[src/sv/assert_macros.svh]
// ----------------------------------------------------------------------------
// Assertion macros
// Shared wrappers for concurrent assertions on the clk / arst_n domain.
// ----------------------------------------------------------------------------
`ifndef ASSERT_MACROS_SVH
`define ASSERT_MACROS_SVH

// Checked only while out of reset
`define GPCM_ASSERT(lbl, prop, msg) \
	lbl: assert property (@(posedge clk) disable iff (!arst_n) (prop)) else $error(msg);

// Checked at every edge, reset included
`define GPCM_ASSERT_ALWAYS(lbl, prop, msg) \
	lbl: assert property (@(posedge clk) (prop)) else $error(msg);

`endif

[src/sv/gpcm_pkg.sv]
// ----------------------------------------------------------------------------
// gpcm_pkg
// Types and constants shared by the gradient palette color map.
// ----------------------------------------------------------------------------
`default_nettype none

package gpcm_pkg;

	localparam int COLOR_W    = 24;
	localparam int CHAN_W     = 8;
	localparam int NUM_CHAN   = 3;
	localparam int SEED_REGS  = 6;
	localparam int SEED_IDX_W = 3;
	localparam int CFG_IDX_W  = 3;
	localparam int STEP_W     = 8;
	localparam int COUNT_W    = 16;
	localparam int SUM_W      = COUNT_W + STEP_W;
	localparam int PROD_W     = 16;

	typedef logic [COLOR_W-1:0] color_t;
	typedef color_t [SEED_REGS-1:0] seed_bank_t;

	// Register indexes
	localparam logic [CFG_IDX_W-1:0] REG_SEED_0     = 3'd0;
	localparam logic [CFG_IDX_W-1:0] REG_ONSET_STEP = 3'd6;

	// Reset palette, seed 0 in the lowest slot
	localparam seed_bank_t SEED_RESET = {
		24'hEEEDF5, 24'hE3983B, 24'hD99650, 24'hE3983B, 24'hEEEDF5, 24'hEAB17A
	};
	localparam logic [STEP_W-1:0] STEP_RESET = 8'd0;

endpackage

`default_nettype wire

[src/sv/gradient_palette_color_map.sv]
// ----------------------------------------------------------------------------
// gradient_palette_color_map
// Maps an iteration count and an onset count to an RGB color from a
// ping-pong walked, linearly interpolated seed palette.
// ----------------------------------------------------------------------------
// Takes one word per clock while the output is not stalled and returns one
// color per word, in order. The nine-stage pipeline (index sum, two
// reciprocal multiplies and a fold for the modulo, segment split, seed
// select, blend multiply, reciprocal divide, apply) holds the words in
// flight; each stage stalls only when its successor is full and
// stalled, so bubbles are squeezed out. Seed and step registers are written
// through the cfg port and must only change while no word is in flight.
`default_nettype none
`include "assert_macros.svh"

module gradient_palette_color_map import gpcm_pkg::*; #(
	parameter int NUM_SEEDS         = 6,
	parameter int STEPS_PER_SEGMENT = 96
) (
	input  wire logic                 clk,
	input  wire logic                 arst_n,
	// input stream
	input  wire logic                 s_axis_tvalid,
	output logic                      s_axis_tready,
	input  wire logic [31:0]          s_axis_tdata,  // iteration_count, onset_count
	// output stream
	output logic                      m_axis_tvalid,
	input  wire logic                 m_axis_tready,
	output logic [23:0]               m_axis_tdata,  // red, green, blue
	// configuration writes
	input  wire logic                 cfg_valid,
	output logic                      cfg_ready,
	input  wire logic [CFG_IDX_W-1:0] cfg_index,
	input  wire logic [COLOR_W-1:0]   cfg_data
);

	localparam int IDX_W = $clog2(NUM_SEEDS * STEPS_PER_SEGMENT);

	seed_bank_t        seeds_q;
	logic [STEP_W-1:0] onset_step_q;

	logic             idx_valid, idx_ready;
	logic [IDX_W-1:0] idx;
	logic [CHAN_W-1:0] red, green, blue;

	// Configuration registers, always ready
	assign cfg_ready = 1'b1;

	always_ff @(posedge clk or negedge arst_n) begin
		if (!arst_n) begin
			seeds_q      <= SEED_RESET;
			onset_step_q <= STEP_RESET;
		end else if (cfg_valid) begin
			if (cfg_index < REG_ONSET_STEP)
				seeds_q[cfg_index - REG_SEED_0] <= cfg_data;
			else if (cfg_index == REG_ONSET_STEP)
				onset_step_q <= cfg_data[STEP_W-1:0];
		end
	end

	// Index front end
	gpcm_index #(
		.NUM_SEEDS        (NUM_SEEDS),
		.STEPS_PER_SEGMENT(STEPS_PER_SEGMENT),
		.IDX_W            (IDX_W)
	) u_index (
		.clk            (clk),
		.arst_n         (arst_n),
		.in_valid       (s_axis_tvalid),
		.in_ready       (s_axis_tready),
		.iteration_count(s_axis_tdata[15:0]),
		.onset_count    (s_axis_tdata[31:16]),
		.onset_step     (onset_step_q),
		.out_valid      (idx_valid),
		.out_ready      (idx_ready),
		.out_idx        (idx)
	);

	// Blend back end
	gpcm_blend #(
		.NUM_SEEDS        (NUM_SEEDS),
		.STEPS_PER_SEGMENT(STEPS_PER_SEGMENT),
		.IDX_W            (IDX_W)
	) u_blend (
		.clk      (clk),
		.arst_n   (arst_n),
		.in_valid (idx_valid),
		.in_ready (idx_ready),
		.in_idx   (idx),
		.seeds    (seeds_q),
		.out_valid(m_axis_tvalid),
		.out_ready(m_axis_tready),
		.red      (red),
		.green    (green),
		.blue     (blue)
	);

	assign m_axis_tdata = {blue, green, red};

	// Assertions
	`GPCM_ASSERT(a_stall_only_from_output, !s_axis_tready |-> (m_axis_tvalid && !m_axis_tready), "input stalled while output free")
	`GPCM_ASSERT_ALWAYS(a_reset_empty, !arst_n |=> !m_axis_tvalid, "output word during reset")
	`GPCM_ASSERT(a_step_write, (cfg_valid && cfg_index == REG_ONSET_STEP) |=> (onset_step_q == $past(cfg_data[STEP_W-1:0])), "onset step write lost")

endmodule

`default_nettype wire

[src/sv/gpcm_index.sv]
// ----------------------------------------------------------------------------
// gpcm_index
// Four-stage front end: forms count + onsets * step, reduces it modulo the
// ping-pong period and folds the return half back onto the palette.
// ----------------------------------------------------------------------------
`default_nettype none

module gpcm_index import gpcm_pkg::*; #(
	parameter int NUM_SEEDS         = 6,
	parameter int STEPS_PER_SEGMENT = 96,
	parameter int IDX_W             = $clog2(NUM_SEEDS * STEPS_PER_SEGMENT)
) (
	input  wire logic               clk,
	input  wire logic               arst_n,
	input  wire logic               in_valid,
	output logic                    in_ready,
	input  wire logic [COUNT_W-1:0] iteration_count,
	input  wire logic [COUNT_W-1:0] onset_count,
	input  wire logic [STEP_W-1:0]  onset_step,
	output logic                    out_valid,
	input  wire logic               out_ready,
	output logic [IDX_W-1:0]        out_idx
);

	localparam int ONE_WAY  = NUM_SEEDS * STEPS_PER_SEGMENT;
	localparam int PERIOD   = 2 * ONE_WAY - 2;
	localparam int PER_W    = $clog2(PERIOD + 1);
	localparam int REM_W    = $clog2(2 * PERIOD);
	localparam longint RECIP = (longint'(1) << SUM_W) / PERIOD;
	localparam int RCP_W    = $clog2(RECIP + 1);
	localparam int MQ_W     = SUM_W + RCP_W;
	localparam int QP_W     = RCP_W + PER_W;

	localparam logic [RCP_W-1:0] RECIP_C  = RCP_W'(RECIP);
	localparam logic [PER_W-1:0] PERIOD_C = PER_W'(PERIOD);
	localparam logic [REM_W-1:0] PERIOD_R = REM_W'(PERIOD);
	localparam logic [REM_W-1:0] ONE_WAY_R = REM_W'(ONE_WAY);
	localparam logic [REM_W-1:0] MIRROR_R = REM_W'(2 * ONE_WAY - 1);

	logic v_s1, v_s2, v_s3, v_s4;
	logic en_s1, en_s2, en_s3, en_s4;

	logic [SUM_W-1:0] sum_s1, sum_s2, sum_s3;
	logic [MQ_W-1:0]  mq_s2;
	logic [SUM_W-1:0] qp_s3;
	logic [IDX_W-1:0] idx_s4;

	logic [COUNT_W+STEP_W-1:0] onset_prod;
	logic [QP_W-1:0]           qp_full;
	logic [SUM_W-1:0]          rem_full;
	logic [REM_W-1:0]          rem_raw, rem_fix, idx_fold;

	// Stage enables: a stage moves when it is empty or its successor moves
	assign en_s4    = !v_s4 || out_ready;
	assign en_s3    = !v_s3 || en_s4;
	assign en_s2    = !v_s2 || en_s3;
	assign en_s1    = !v_s1 || en_s2;
	assign in_ready = en_s1;

	always_ff @(posedge clk or negedge arst_n) begin
		if (!arst_n) begin
			v_s1 <= 1'b0;
			v_s2 <= 1'b0;
			v_s3 <= 1'b0;
			v_s4 <= 1'b0;
		end else begin
			if (en_s1) v_s1 <= in_valid;
			if (en_s2) v_s2 <= v_s1;
			if (en_s3) v_s3 <= v_s2;
			if (en_s4) v_s4 <= v_s3;
		end
	end

	// Stage 1: raw palette position
	assign onset_prod = onset_count * onset_step;

	// Stage 3: quotient estimate times period (estimate is low by at most one)
	assign qp_full = mq_s2[MQ_W-1 -: RCP_W] * PERIOD_C;

	// Stage 4: remainder with one correction, then mirror the return half
	always_comb begin
		rem_full = sum_s3 - qp_s3;
		rem_raw  = rem_full[REM_W-1:0];
		rem_fix  = (rem_raw >= PERIOD_R) ? rem_raw - PERIOD_R : rem_raw;
		idx_fold = (rem_fix >= ONE_WAY_R) ? MIRROR_R - rem_fix : rem_fix;
	end

	always_ff @(posedge clk) begin
		if (en_s1) sum_s1 <= SUM_W'(iteration_count) + SUM_W'(onset_prod);
		if (en_s2) begin
			sum_s2 <= sum_s1;
			mq_s2  <= sum_s1 * RECIP_C;
		end
		if (en_s3) begin
			sum_s3 <= sum_s2;
			qp_s3  <= qp_full[SUM_W-1:0];
		end
		if (en_s4) idx_s4 <= idx_fold[IDX_W-1:0];
	end

	assign out_valid = v_s4;
	assign out_idx   = idx_s4;

endmodule

`default_nettype wire

[src/sv/gpcm_blend.sv]
// ----------------------------------------------------------------------------
// gpcm_blend
// Five-stage back end: splits the palette index into segment and step, picks
// the two seeds and blends each channel with a truncating signed divide.
// ----------------------------------------------------------------------------
`default_nettype none

module gpcm_blend import gpcm_pkg::*; #(
	parameter int NUM_SEEDS         = 6,
	parameter int STEPS_PER_SEGMENT = 96,
	parameter int IDX_W             = $clog2(NUM_SEEDS * STEPS_PER_SEGMENT)
) (
	input  wire logic              clk,
	input  wire logic              arst_n,
	input  wire logic              in_valid,
	output logic                   in_ready,
	input  wire logic [IDX_W-1:0]  in_idx,
	input  wire seed_bank_t        seeds,
	output logic                   out_valid,
	input  wire logic              out_ready,
	output logic [CHAN_W-1:0]      red,
	output logic [CHAN_W-1:0]      green,
	output logic [CHAN_W-1:0]      blue
);

	localparam int SEG_W  = $clog2(NUM_SEEDS);
	localparam int K_W    = $clog2(STEPS_PER_SEGMENT);
	localparam int DIV_SH = PROD_W + K_W + 1;
	localparam longint RECIP =
		((longint'(1) << DIV_SH) + STEPS_PER_SEGMENT - 1) / STEPS_PER_SEGMENT;
	localparam int RCP_W  = $clog2(RECIP + 1);
	localparam int MUL_W  = PROD_W + RCP_W;

	localparam logic [RCP_W-1:0] RECIP_C  = RCP_W'(RECIP);
	localparam logic [SEG_W-1:0] LAST_SEG = SEG_W'(NUM_SEEDS - 1);

	logic v_s5, v_s6, v_s7, v_s8, v_s9;
	logic en_s5, en_s6, en_s7, en_s8, en_s9;

	logic [SEG_W-1:0] seg_s5;
	logic [K_W-1:0]   k_s5, k_s6;

	logic [NUM_CHAN-1:0][CHAN_W-1:0] ca_s6, ca_s7, ca_s8, chan_s9;
	logic [NUM_CHAN-1:0][CHAN_W-1:0] mag_s6;
	logic [NUM_CHAN-1:0]             neg_s6, neg_s7, neg_s8;
	logic [NUM_CHAN-1:0][PROD_W-1:0] prod_s7;
	logic [NUM_CHAN-1:0][MUL_W-1:0]  mq_s8;

	logic [SEG_W-1:0] seg_c, nxt_c;
	logic [IDX_W-1:0] base_c, k_diff;
	color_t           seed_a, seed_b;

	logic [NUM_CHAN-1:0][CHAN_W-1:0]     ca_c, cb_c, mag_c, quo_c, chan_c;
	logic [NUM_CHAN-1:0]                 neg_c;
	logic [NUM_CHAN-1:0][CHAN_W+K_W-1:0] prod_c;

	// Stage enables
	assign en_s9    = !v_s9 || out_ready;
	assign en_s8    = !v_s8 || en_s9;
	assign en_s7    = !v_s7 || en_s8;
	assign en_s6    = !v_s6 || en_s7;
	assign en_s5    = !v_s5 || en_s6;
	assign in_ready = en_s5;

	always_ff @(posedge clk or negedge arst_n) begin
		if (!arst_n) begin
			v_s5 <= 1'b0;
			v_s6 <= 1'b0;
			v_s7 <= 1'b0;
			v_s8 <= 1'b0;
			v_s9 <= 1'b0;
		end else begin
			if (en_s5) v_s5 <= in_valid;
			if (en_s6) v_s6 <= v_s5;
			if (en_s7) v_s7 <= v_s6;
			if (en_s8) v_s8 <= v_s7;
			if (en_s9) v_s9 <= v_s8;
		end
	end

	// Stage 5: segment by compare against segment starts, step as offset
	always_comb begin
		seg_c  = '0;
		base_c = '0;
		for (int j = 1; j < NUM_SEEDS; j++) begin
			if (in_idx >= IDX_W'(j * STEPS_PER_SEGMENT)) begin
				seg_c  = SEG_W'(j);
				base_c = IDX_W'(j * STEPS_PER_SEGMENT);
			end
		end
		k_diff = in_idx - base_c;
	end

	// Stage 6: seed pair, per-channel sign and magnitude of the difference
	always_comb begin
		nxt_c  = (seg_s5 == LAST_SEG) ? '0 : seg_s5 + 1'b1;
		seed_a = seeds[SEED_IDX_W'(seg_s5)];
		seed_b = seeds[SEED_IDX_W'(nxt_c)];
		for (int c = 0; c < NUM_CHAN; c++) begin
			ca_c[c]  = seed_a[(NUM_CHAN-1-c)*CHAN_W +: CHAN_W];
			cb_c[c]  = seed_b[(NUM_CHAN-1-c)*CHAN_W +: CHAN_W];
			neg_c[c] = cb_c[c] < ca_c[c];
			mag_c[c] = neg_c[c] ? ca_c[c] - cb_c[c] : cb_c[c] - ca_c[c];
		end
	end

	// Stage 7 product, stage 9 reciprocal quotient and signed apply
	always_comb begin
		for (int c = 0; c < NUM_CHAN; c++) begin
			prod_c[c] = mag_s6[c] * k_s6;
			quo_c[c]  = mq_s8[c][DIV_SH +: CHAN_W];
			chan_c[c] = neg_s8[c] ? ca_s8[c] - quo_c[c] : ca_s8[c] + quo_c[c];
		end
	end

	always_ff @(posedge clk) begin
		if (en_s5) begin
			seg_s5 <= seg_c;
			k_s5   <= k_diff[K_W-1:0];
		end
		if (en_s6) begin
			k_s6   <= k_s5;
			ca_s6  <= ca_c;
			mag_s6 <= mag_c;
			neg_s6 <= neg_c;
		end
		if (en_s7) begin
			ca_s7  <= ca_s6;
			neg_s7 <= neg_s6;
			for (int c = 0; c < NUM_CHAN; c++)
				prod_s7[c] <= PROD_W'(prod_c[c]);
		end
		if (en_s8) begin
			ca_s8  <= ca_s7;
			neg_s8 <= neg_s7;
			for (int c = 0; c < NUM_CHAN; c++)
				mq_s8[c] <= prod_s7[c] * RECIP_C;
		end
		if (en_s9) chan_s9 <= chan_c;
	end

	assign out_valid = v_s9;
	assign red       = chan_s9[0];
	assign green     = chan_s9[1];
	assign blue      = chan_s9[2];

endmodule

`default_nettype wire

[config.mk]
export PLATFORM = sky130hd
export DESIGN_NAME = gradient_palette_color_map
export DESIGN_NICKNAME = d
export VERILOG_FILES = /design/src/sv/gpcm_pkg.sv /design/src/sv/gradient_palette_color_map.sv /design/src/sv/gpcm_index.sv /design/src/sv/gpcm_blend.sv
export VERILOG_INCLUDE_DIRS = /design/src /design/src/sv
export SDC_FILE = /design/constraint.sdc
export NUM_CORES = 2
export LEC_CHECK = 0
export BUFFER_PORTS_ARGS = -buffer_cell sky130_fd_sc_hd__buf_2
export CORE_AREA = 5 5 370 372
export CTS_BUF_LIST = sky130_fd_sc_hd__clkbuf_4 sky130_fd_sc_hd__clkbuf_8 sky130_fd_sc_hd__clkbuf_16
export CTS_CLUSTER_DIAMETER = 40
export CTS_CLUSTER_SIZE = 12
export DETAILED_ROUTE_END_ITERATION = 10
export DIE_AREA = 0 0 375 377
export SYNTH_ARGS = -nofsm -noshare
export SYNTH_HDL_FRONTEND = slang
export SYNTH_SLANG_ARGS = --single-unit
export TNS_END_PERCENT = 30
[constraint.sdc]
create_clock -name clk -period 15.05 [get_ports clk]
set_input_delay 0.7525 -clock clk [delete_from_list [all_inputs] [get_ports clk]]
set_output_delay 0.7525 -clock clk [all_outputs]
set_load 0.02 [all_outputs]
==> results.py <==
metrics = {
    "run_status": {
        "outcome": "finished, final reports clean",
    },
    "setup_path": {
        "path_max_fanout": 4,
        "worst_r2r_endpoint": "u_blend.mq_s8[65]",
        "arrival_ns": 6.53,
        "rr_worst_depth": 20,
        "timing.rr.start": "u_blend.prod_s7[18]",
        "cp-end-kind": "flop",
        "crit_path_start_kind": "flop",
        "critPathRequiredTime_ns": 15.42,
        "ff2ff_setup_slack_ns": 8.89,
        "path_class": "flop to flop",
    },
    "yosys": {
        "synth_seq_area_share": 0.282,
        "synth_cell_types": 74,
        "synth_top_family_by_area": "adder cells",
        "synth_top_area_frac": 0.227,
        "netlist_instances": 4176,
        "syn_avg_cell_area_sq_um": 11.0,
        "ys_async_sr_fraction": 0.353,
        "yosysTopAreaCell": "fa_1",
        "synth_fa_ha_area_frac": 0.400,
        "muxShareOfSynthArea": 0.0596,
        "synth_xor_area_frac": 0.0372,
        "synthFlopType": "edfxtp_1",
        "synth_fp_nets": 5400,
        "synth-compound-area-share": 0.0697,
        "syn_area_sq_um": 46100,
        "synth_area_leaders": "fa_1, edfxtp_1, ha_1",
        "synth_edf_count": 295,
        "synth-simple-area-share": 0.0738,
        "yosysWarnings": 0,
        "synth-seq-cells": 456,
    },
    "timing": {
        "rsz0062_at_grt": "false",
        "fin_tns_setup_ns": 0,
        "post-route-period-util": 0.409,
        "setup_violations": 0,
        "max_slew_margin": 0.171,
        "hold_violations": 0,
        "period_needed_ns": 6.16,
        "tightestPinTransition_ns": 1.24,
        "slew_viol_final": 0,
        "fmaxAchievable_mhz": 162,
        "finalClockSkew_ns": 0.0281,
    },
    "detailed_routing": {
        "vias": 28900,
        "first_pass_iters": 4,
        "viasPerCell": 4.72,
        "drc": 0,
        "drt-total-wl_um": 96300,
        "drtIter0Drc": 1306,
        "wl_per_cell_um": 15.7,
        "ant_nets": 0,
    },
    "floorplan": {
        "start_util": 0.347,
        "rows": 134,
        "io-pin-count": 91,
        "dieArea_sq_um": 141000,
        "core_area_sq_um": 133000,
        "die_w_um": 375,
        "die_h_um": 377,
    },
    "clock_network": {
        "cts-root-to-sink-buffers": 3,
        "cts_tree": "built",
        "root_buffer": "clkbuf_16",
        "ctsResizeCount": 0,
        "cts_buffers": 78,
        "htreeDepth": 3,
        "ctsHoldBuffers": 0,
        "clock_latency_ns": 0.63,
        "path_clk_slew_ns": 0.06,
        "cts_setup_buffers": 0,
        "clkSinkCount": 456,
    },
    "hold_path": {
        "holdCritPathClass": "input pin to asynchronous set/reset pin",
    },
    "placement": {
        "hpwl_um": 77900,
        "portBuffers": 89,
        "gp_congestion": 0.859,
    },
    "layout": {
        "synthToLayoutAreaGrowth_pct": 11.3,
        "n_fill_cell": 12900,
        "drive_above_1_share": 0.123,
        "finalNetCount": 5507,
        "final_common_cell": "inv_1",
        "layout_common_cells": "inv_1, ha_1, fa_1",
    },
    "global_route": {
        "grt_first_pass_wirelength_um": 161000,
        "antenna_found_initial": 9,
        "grt_pass1_vias": 30800,
        "grt_max_degree": 101,
        "grt_use_total": 0.139,
        "grt_overflow": 0,
    },
    "run": {
        "maxCapViolCount": 0,
    },
}
## through the flow
stage	worst slack, ns	hold WS, ns	std cells	area, sq um	util
detailed placement	8.84	0.405	5971	48700	0.366
global placement	8.97	0.401	5971	48700	0.366
global route	8.45	0.246	6116	51300	0.386
finish	8.89	0.218	6118	51300	0.386
CTS	8.82	0.230	6116	51300	0.386
floorplan	9.40	0.400	4176	46100	-
## kinds of logic (layout without fill, tap and decap cells)
| logic type | count (synthesis) | after routing |
|---|---|---|
| buffers and inverters | 952 | 1124 |
| multiplexers | 255 | 255 |
| AO/OA/AOI/OAI | 479 | 479 |
| other | 1 | 3 |
| XOR/XNOR | 196 | 196 |
| AND/OR/NAND/NOR | 677 | 677 |
| adder cells (fa/ha/maj) | 1160 | 1160 |
| flip-flops | 456 | 456 |
## how the worst max path moves through the flow
stage                                   start                end  slack [ns]  cells after the start
final                     u_blend.prod_s7[18]  u_blend.mq_s8[65]        8.89                     20
after floorplan            u_blend.prod_s7[2]  u_blend.mq_s8[31]        9.40                     19
after global placement    u_blend.prod_s7[18]  u_blend.mq_s8[65]        8.97                     20
after detailed placement  u_blend.prod_s7[18]  u_blend.mq_s8[65]        8.84                     20
after CTS                 u_blend.prod_s7[18]  u_blend.mq_s8[65]        8.82                     20
after global routing      u_blend.prod_s7[18]  u_blend.mq_s8[65]        8.45                     20
## state kept, by name, summed over array words and instances (netlist names), 3 cells and up
name	flops
u_blend.neg_s8	3
u_blend.mq_s8	24
u_blend.red	8
u_blend.seg_s5	3
u_index.out_idx	10
u_blend.ca_s7	24
u_blend.k_s5	7
u_blend.k_s6	7
u_blend.neg_s6	3
u_blend.mag_s6	24
seeds_q	144
u_index.mq_s2	11
u_index.qp_s3	11
u_blend.green	8
u_blend.neg_s7	3
onset_step_q	8
u_index.sum_s2	12
u_index.sum_s1	24
u_blend.ca_s8	24
u_blend.blue	8
u_index.sum_s3	12
u_blend.prod_s7	45
u_blend.ca_s6	24
## final cells by class
type	instances	area [sq um]	area share
multi-input combinational	2768	29600	0.576
sequential	456	13000	0.253
inverter	864	3240	0.0632
tap	1768	2210	0.0431
clock buffer	85	2020	0.0393
clock inverter	60	648	0.0126
timing repair buffer	115	647	0.0126
antenna	2	5.00	0.0000975
## layer usage
metal / track usage / wire length, um
met1: 0.193 / 46500
met3: 0.0174 / 3120
met2: 0.232 / 44900
met4: 0.0328 / 1740
met5: 0 / 11
## synthesized netlist by cell type, drive strengths merged (8+ instances only)
| cell type | instances |
|---|---|
| a211oi | 81 |
| a21o | 36 |
| a21oi | 129 |
| a31oi | 17 |
| and2 | 160 |
| and3 | 11 |
| buf | 8 |
| clkbuf | 80 |
| dfrtp | 74 |
| dfstp | 87 |
| edfxtp | 295 |
| fa | 523 |
| ha | 637 |
| inv | 864 |
| mux2 | 158 |
| mux2i | 97 |
| nand2 | 216 |
| nand2b | 23 |
| nand3 | 22 |
| nor2 | 111 |
| nor2b | 48 |
| nor3 | 31 |
| o21a | 21 |
| o21ai | 75 |
| o21bai | 27 |
| o32a | 8 |
| o32ai | 16 |
| or2 | 12 |
| xnor2 | 153 |
| xor2 | 43 |
## worst max-delay path, stage by stage (launching register included)
cell and delay [ns]:
edfxtp_1 0.46, ha_1 0.38, fa_1 0.66, inv_1 0.10
fa_1 0.62, inv_1 0.08, fa_1 0.42, inv_1 0.09
fa_1 0.43, inv_1 0.08, fa_1 0.42, ha_1 0.30
and4_1 0.17, nand4_1 0.11, a2111o_1 0.32, o2111ai_1 0.34
nand2_1 0.15, o21ai_0 0.37, nor4_1 0.08, nor3_1 0.23
xnor2_1 0.09
Power is not shown: default switching activity piles up to over one toggle a cycle in this logic, so the estimate is an artifact.
